[config.mk]
export PLATFORM = sky130hd
export DESIGN_NAME = worst_fit_partition_allocator
export DESIGN_NICKNAME = d
export VERILOG_FILES = /design/src/hdl/wfpa_pkg.sv /design/src/hdl/wfpa_ctrl.sv /design/src/hdl/wfpa_dp.sv /design/src/hdl/worst_fit_partition_allocator.sv
export SDC_FILE = /design/constraint.sdc
export NUM_CORES = 1
export LEC_CHECK = 0
export BUFFER_PORTS_ARGS = -buffer_cell sky130_fd_sc_hd__buf_4
export CORE_ASPECT_RATIO = 1.2
export CORE_UTILIZATION = 62
export DETAILED_ROUTE_END_ITERATION = 8
export GPL_ROUTABILITY_DRIVEN = 0
export PLACE_DENSITY = 0.8
export SETUP_SLACK_MARGIN = 0.15
export SLEW_MARGIN = 20
export SYNTH_ARGS = -nofsm -noshare
export SYNTH_HDL_FRONTEND = slang
export SYNTH_SLANG_ARGS = --single-unit
[constraint.sdc]
create_clock -name clk -period 3.8 [get_ports clk]
set_input_delay 0.19 -clock clk [delete_from_list [all_inputs] [get_ports clk]]
set_output_delay 0.19 -clock clk [all_outputs]
set_load 0.01 [all_outputs]
[src/hdl/wfpa_pkg.sv]
`default_nettype none
package wfpa_pkg;

	localparam int NUM_BLOCKS = 16;
	localparam int SIZE_BITS  = 16;
	localparam int IDX_W      = (NUM_BLOCKS > 1) ? $clog2(NUM_BLOCKS) : 1;
	localparam int ACNT_W     = $clog2(NUM_BLOCKS + 1);
	localparam int CFG_W      = 5;
	localparam logic [CFG_W-1:0] BLOCK_COUNT_RST = CFG_W'(16);

	typedef enum logic {
		FUNC_LOAD  = 1'b0,
		FUNC_ALLOC = 1'b1
	} func_t;

	typedef struct packed {
		logic        func;
		logic [3:0]  block_index;
		logic [15:0] size;
	} in_item_t;

	typedef struct packed {
		logic        granted;
		logic [3:0]  chosen_block;
		logic [15:0] block_left;
	} out_item_t;

	typedef enum logic [1:0] {
		ST_IDLE,
		ST_SCAN,
		ST_DRAIN,
		ST_FINISH
	} state_t;

	typedef struct packed {
		logic load_we;   // store the input item's size
		logic start;     // latch request, reset search
		logic issue;     // read entry at scan pointer, advance
		logic commit;    // write back winner, load output register
	} dp_cmd_t;

	typedef struct packed {
		logic last_issue;
		logic count_zero;
		logic out_free;
	} dp_stat_t;

endpackage
`default_nettype wire

[src/hdl/wfpa_ctrl.sv]
`default_nettype none
module wfpa_ctrl (
	input  wire logic                clk,
	input  wire logic                arst_n,
	input  wire logic                in_valid,
	output logic                     in_ready,
	input  wire logic                in_func,
	input  wire wfpa_pkg::dp_stat_t  stat,
	output wfpa_pkg::dp_cmd_t        cmd
);

	wfpa_pkg::state_t state_q, state_d;

	always_ff @(posedge clk or negedge arst_n) begin
		if (!arst_n) begin
			state_q <= wfpa_pkg::ST_IDLE;
		end else begin
			state_q <= state_d;
		end
	end

	always_comb begin
		state_d  = state_q;
		cmd      = '0;
		in_ready = 1'b0;
		unique case (state_q)
			wfpa_pkg::ST_IDLE: begin
				in_ready = 1'b1;
				if (in_valid) begin
					if (in_func == wfpa_pkg::FUNC_ALLOC) begin
						cmd.start = 1'b1;
						state_d   = stat.count_zero ? wfpa_pkg::ST_FINISH : wfpa_pkg::ST_SCAN;
					end else begin
						cmd.load_we = 1'b1;
					end
				end
			end
			wfpa_pkg::ST_SCAN: begin
				cmd.issue = 1'b1;
				if (stat.last_issue) begin
					state_d = wfpa_pkg::ST_DRAIN;
				end
			end
			wfpa_pkg::ST_DRAIN: begin
				// last read data is compared here
				state_d = wfpa_pkg::ST_FINISH;
			end
			wfpa_pkg::ST_FINISH: begin
				if (stat.out_free) begin
					cmd.commit = 1'b1;
					state_d    = wfpa_pkg::ST_IDLE;
				end
			end
			default: begin
				state_d = wfpa_pkg::ST_IDLE;
			end
		endcase
	end

endmodule
`default_nettype wire

[src/hdl/wfpa_dp.sv]
`default_nettype none
module wfpa_dp (
	input  wire logic                          clk,
	input  wire logic                          arst_n,
	input  wire wfpa_pkg::in_item_t            in_data,
	input  wire logic                          cfg_we,
	input  wire logic [wfpa_pkg::CFG_W-1:0]    cfg_wdata,
	output logic                               out_valid,
	input  wire logic                          out_ready,
	output wfpa_pkg::out_item_t                out_data,
	input  wire wfpa_pkg::dp_cmd_t             cmd,
	output wfpa_pkg::dp_stat_t                 stat
);

	localparam int IW = wfpa_pkg::IDX_W;
	localparam int AW = wfpa_pkg::ACNT_W;
	localparam int SW = wfpa_pkg::SIZE_BITS;

	logic [SW-1:0]  mem [wfpa_pkg::NUM_BLOCKS];

	logic [wfpa_pkg::CFG_W-1:0] block_count_q;
	logic [AW-1:0]  active_cnt;
	logic [IW-1:0]  ptr_q;
	logic [SW-1:0]  req_q;
	logic [SW-1:0]  rd_data_s1;
	logic [IW-1:0]  rd_idx_s1;
	logic           rd_vld_s1;
	logic           found_q;
	logic [IW-1:0]  best_idx_q;
	logic [SW-1:0]  best_val_q;
	logic           out_valid_q;
	wfpa_pkg::out_item_t out_q;

	logic [SW-1:0]  in_size;
	logic [SW-1:0]  left;
	logic           load_ok;
	logic           better;

	assign in_size = SW'(in_data.size);
	assign left    = best_val_q - req_q;
	assign load_ok = 32'(in_data.block_index) < 32'(wfpa_pkg::NUM_BLOCKS);

	// counts above the table size are clamped
	always_comb begin
		if (32'(block_count_q) > 32'(wfpa_pkg::NUM_BLOCKS)) begin
			active_cnt = AW'(wfpa_pkg::NUM_BLOCKS);
		end else begin
			active_cnt = AW'(block_count_q);
		end
	end

	assign stat.count_zero = (active_cnt == '0);
	assign stat.last_issue = ((AW'(ptr_q) + AW'(1)) == active_cnt);
	assign stat.out_free   = !out_valid_q || out_ready;

	assign better = rd_vld_s1 && (rd_data_s1 >= req_q) && (!found_q || rd_data_s1 > best_val_q);

	always_ff @(posedge clk or negedge arst_n) begin
		if (!arst_n) begin
			block_count_q <= wfpa_pkg::BLOCK_COUNT_RST;
			rd_vld_s1     <= 1'b0;
			found_q       <= 1'b0;
			out_valid_q   <= 1'b0;
		end else begin
			if (cfg_we) begin
				block_count_q <= cfg_wdata;
			end
			rd_vld_s1 <= cmd.issue;
			if (cmd.start) begin
				found_q <= 1'b0;
			end else if (better) begin
				found_q <= 1'b1;
			end
			if (cmd.commit) begin
				out_valid_q <= 1'b1;
			end else if (out_ready) begin
				out_valid_q <= 1'b0;
			end
		end
	end

	always_ff @(posedge clk) begin
		if (cmd.start) begin
			req_q <= in_size;
			ptr_q <= '0;
		end else if (cmd.issue) begin
			ptr_q <= ptr_q + IW'(1);
		end
		rd_idx_s1 <= ptr_q;
		if (better) begin
			best_idx_q <= rd_idx_s1;
			best_val_q <= rd_data_s1;
		end
		if (cmd.commit) begin
			out_q.granted      <= found_q;
			out_q.chosen_block <= found_q ? 4'(best_idx_q) : 4'd0;
			out_q.block_left   <= found_q ? 16'(left) : 16'd0;
		end
	end

	// single write port: load transfer or winner write-back
	always_ff @(posedge clk) begin
		if (cmd.load_we && load_ok) begin
			mem[IW'(in_data.block_index)] <= in_size;
		end else if (cmd.commit && found_q) begin
			mem[best_idx_q] <= left;
		end
		if (cmd.issue) begin
			rd_data_s1 <= mem[ptr_q];
		end
	end

	assign out_valid = out_valid_q;
	assign out_data  = out_q;

endmodule
`default_nettype wire

[src/hdl/worst_fit_partition_allocator.sv]
// Load transfer: stores the size, no result. Allocate: N = min(block_count, 16).
// N >= 1: the result and the next item are bound by the one-entry-per-cycle scan of the
// free-size memory; N = 0 skips the scan.
// A result still held in the output register delays the next result and the next item.
// Reset (arst_n low, asynchronous) idles the controller, empties the output register and sets
// block_count to 16; free sizes are undefined until loaded.
`default_nettype none
module worst_fit_partition_allocator (
	input  wire logic                          clk,
	input  wire logic                          arst_n,
	input  wire logic                          in_valid,
	output logic                               in_ready,
	input  wire wfpa_pkg::in_item_t            in_data,
	output logic                               out_valid,
	input  wire logic                          out_ready,
	output wfpa_pkg::out_item_t                out_data,
	input  wire logic                          cfg_we,
	input  wire logic [wfpa_pkg::CFG_W-1:0]    cfg_wdata
);

	wfpa_pkg::dp_cmd_t  cmd;
	wfpa_pkg::dp_stat_t stat;

	wfpa_ctrl u_ctrl (
		.clk      (clk),
		.arst_n   (arst_n),
		.in_valid (in_valid),
		.in_ready (in_ready),
		.in_func  (in_data.func),
		.stat     (stat),
		.cmd      (cmd)
	);

	wfpa_dp u_dp (
		.clk       (clk),
		.arst_n    (arst_n),
		.in_data   (in_data),
		.cfg_we    (cfg_we),
		.cfg_wdata (cfg_wdata),
		.out_valid (out_valid),
		.out_ready (out_ready),
		.out_data  (out_data),
		.cmd       (cmd),
		.stat      (stat)
	);

endmodule
`default_nettype wire

==> metrics <==
status=completed; row count=61; GR Overflow Total=0; crit start category=register; Placement Cell Area=approximately 16000 µm²; Buffers on Ports=53; Warnings, synthesis=0; die width=142 µm; DR DRC count=0; clk_lat worst skew=0.51 ns; area of the multi-input gates=around 4000 µm²; post-synth top area share=0.675; storage element area=approximately 10000 µm²; global-route wire length before repair=50100 µm; FFs w/ async S/R, synth=0.0288; Relative slew margins=0.401; first-pass iteration count of the detailed router=5; total power=12100 µW; Critical Setup Path Class=register to register; CTS Buffer Depth=3; Post-synth top flop=edfxtp_1; initial antenna violation count=0; Nets=1017; shortest period the worst path allows=just over 3 ns; ant diodes=0; Sink Count=347; mux cell area share after synthesis=0.136; Setup violations, final=0; worst-margin pin slew=0.896 ns; most frequent cell after synthesis=edfxtp_1; setup_tns=0 ns; Max Cap Violations=0; syn nets=891; Pleak=0.00599 µW; Final Max Tran Viols=0; vias per cell=6.37; VDD IR-drop max=362 µV; Hold Crit Class=input pin to async pin; Max FO, Critical Path=10; largest family of logic cells by synthesized area=multiplexers; clk slew on worst S/H paths=about 0.060 ns; post-synthesis simple-gate area fraction=0.0444; initial core utilization=0.631; Finished Cell Area=about 17000 µm²; layout cells sized above 1=0.247; CTS Root Buffer Type=clkbuf_16; Worst Setup Slack post-DPL=0.735 ns; number of primary I/O pins=54; DIE AREA=24200 µm²; Post-CTS Setup Repair Bufs=0; clk_skew=approximately 0.013 ns; Synth Register Bits=347; final hold vios=0; Syn Area/Cell=~18 µm²; Commonest cells post-synth=edfxtp_1, mux4_2, ha_1; post-DP HPWL=between 20000 and 25000 µm; Synth area leader=edfxtp_1; adder-cell share of the synthesized area=0.0458; R2R cell count=8; Cell variety after synth=51; number of flops mapped to enable cells by yosys=329; CTS tree=built; kind of end point of the critical path=register; final wirelength=33600 µm; Synth Cell Area=14600 µm²; RSZ-0062 raised after global routing=no; post-synthesis sequential area ratio=0.703; CTS H-tree lvls=2; routed len/inst=26.4 µm; Placeable Area=23200 µm²; Total GRT Usage=0.290; max frequency=321 MHz; ANT nets after route=0; final period utilization=0.821; PwrDens=between 700 and 800 nW/µm²; # fillers=1339; top cells by area, synth=edfxtp_1, mux4_2, ha_1; total CTS buffers=34; Die Y=170 µm; Hold WS=0.0615 ns; P&R area growth vs syn=15.6%; final worst slack=0.681 ns; Post-Synthesis Cells=just over 800; CP required=3.99 ns; Critical Path AT=3.31 ns; DRT iter0 DRCs=744; Synth Area in XOR/XNOR=0.00898; via count=8098; vias in the first global route=8506; Synth Area in Compound Gates=0.0421; pin count of the biggest net entering global routing=30
[final timing paths]
check,from,end,slack (ns)
min reg2reg,u_dp.rd_idx_s1[0]$_DFF_P_,u_dp.best_idx_q[0]$_DFFE_PP_,0.40
max,u_ctrl.state_q[1]$_DFFE_PN0P_,u_dp.mem[3][11]$_DFFE_PP_,0.68
max in group asynchronous,arst_n,u_dp.block_count_q[4]$_DFFE_PN1P_,3.51
max reg2reg,u_ctrl.state_q[1]$_DFFE_PN0P_,u_dp.mem[3][11]$_DFFE_PP_,0.68
min in group clk,in_valid,u_ctrl.state_q[1]$_DFFE_PN0P_,0.19
min,arst_n,u_ctrl.state_q[1]$_DFFE_PN0P_,0.06
[placed cells by master (no fill, tap or decap), types with 16 or more instances in the layout]
cell	netlist	layout
ha_1	52	52
dlygate4sd3_1	0	24
o21ai_0	16	16
clkbuf_16	0	35
mux4_2	80	80
inv_1	40	40
nand2_1	33	33
a21oi_1	29	29
edfxtp_1	329	329
nor2_1	38	38
buf_4	0	91
[repair_timing]
action / CTS / global route
endpoints found under the hold margin: 32 / 0
hold buffers: 24 / 0
resized for setup: 0 / 0
endpoints found under the setup margin: 0 / 0
[report_power, final]
group / total [µW] / switching [µW] / leakage, µW / internal (µW)
clock: 3240 / 1380 / 0.000523 / 1860
sequential: 5300 / 346 / 0.00317 / 4960
combinational: 3540 / 1940 / 0.00230 / 1600
[worst max-delay path, cell delays in order (launching register included)]
cell	delay (ns)
dfrtp_1	0.41
inv_1	0.12
ha_1	0.28
nand2_1	0.11
or2_1	0.28
nand3_1	0.31
a31oi_1	0.21
nor2_1	0.70
buf_4	0.36
[registers in the layout, indices dropped and copies added, names as in the netlist, 2 cells and up]
register            count
u_ctrl.state_q          2
u_dp.rd_idx_s1          4
u_dp.out_data          21
u_dp.best_val_q        16
u_dp.mem              256
u_dp.ptr_q              4
u_dp.block_count_q      5
u_dp.req_q             16
u_dp.rd_data_s1        16
u_dp.best_idx_q         4
[area by class of cell]
cell class,count,share of cell area
sequential,347,0.609
timing repair buffer,116,0.0558
inverter,41,0.00910
multi-input combinational,393,0.240
clock inverter,18,0.00829
clock buffer,42,0.0545
tap,315,0.0233
[logic make-up after synthesis]
group,after synthesis
AOI/OAI and AO/OA,94
xor gates and xnor gates,15
adders and majority gates,53
buffers and inverters,67
DFF,347
muxes,97
and+or+nand+nor,134
[stage by stage]
step | cells | util
after floorplan | 807 | -
after global placement | 1188 | 0.673
after detailed placement | 1188 | 0.673
after CTS | 1272 | 0.729
after global routing | 1272 | 0.729
final | 1272 | 0.729
[metal layers]
metal	share of wire	global-route usage	vias to the layer above
met5	0	0	-
met4	0.043	0.148	0
met3	0.068	0.0467	106
met2	0.51	0.492	427
met1	0.38	0.365	4099
li1	-	-	3466
Note: power is estimated with default switching activity, not from simulation.
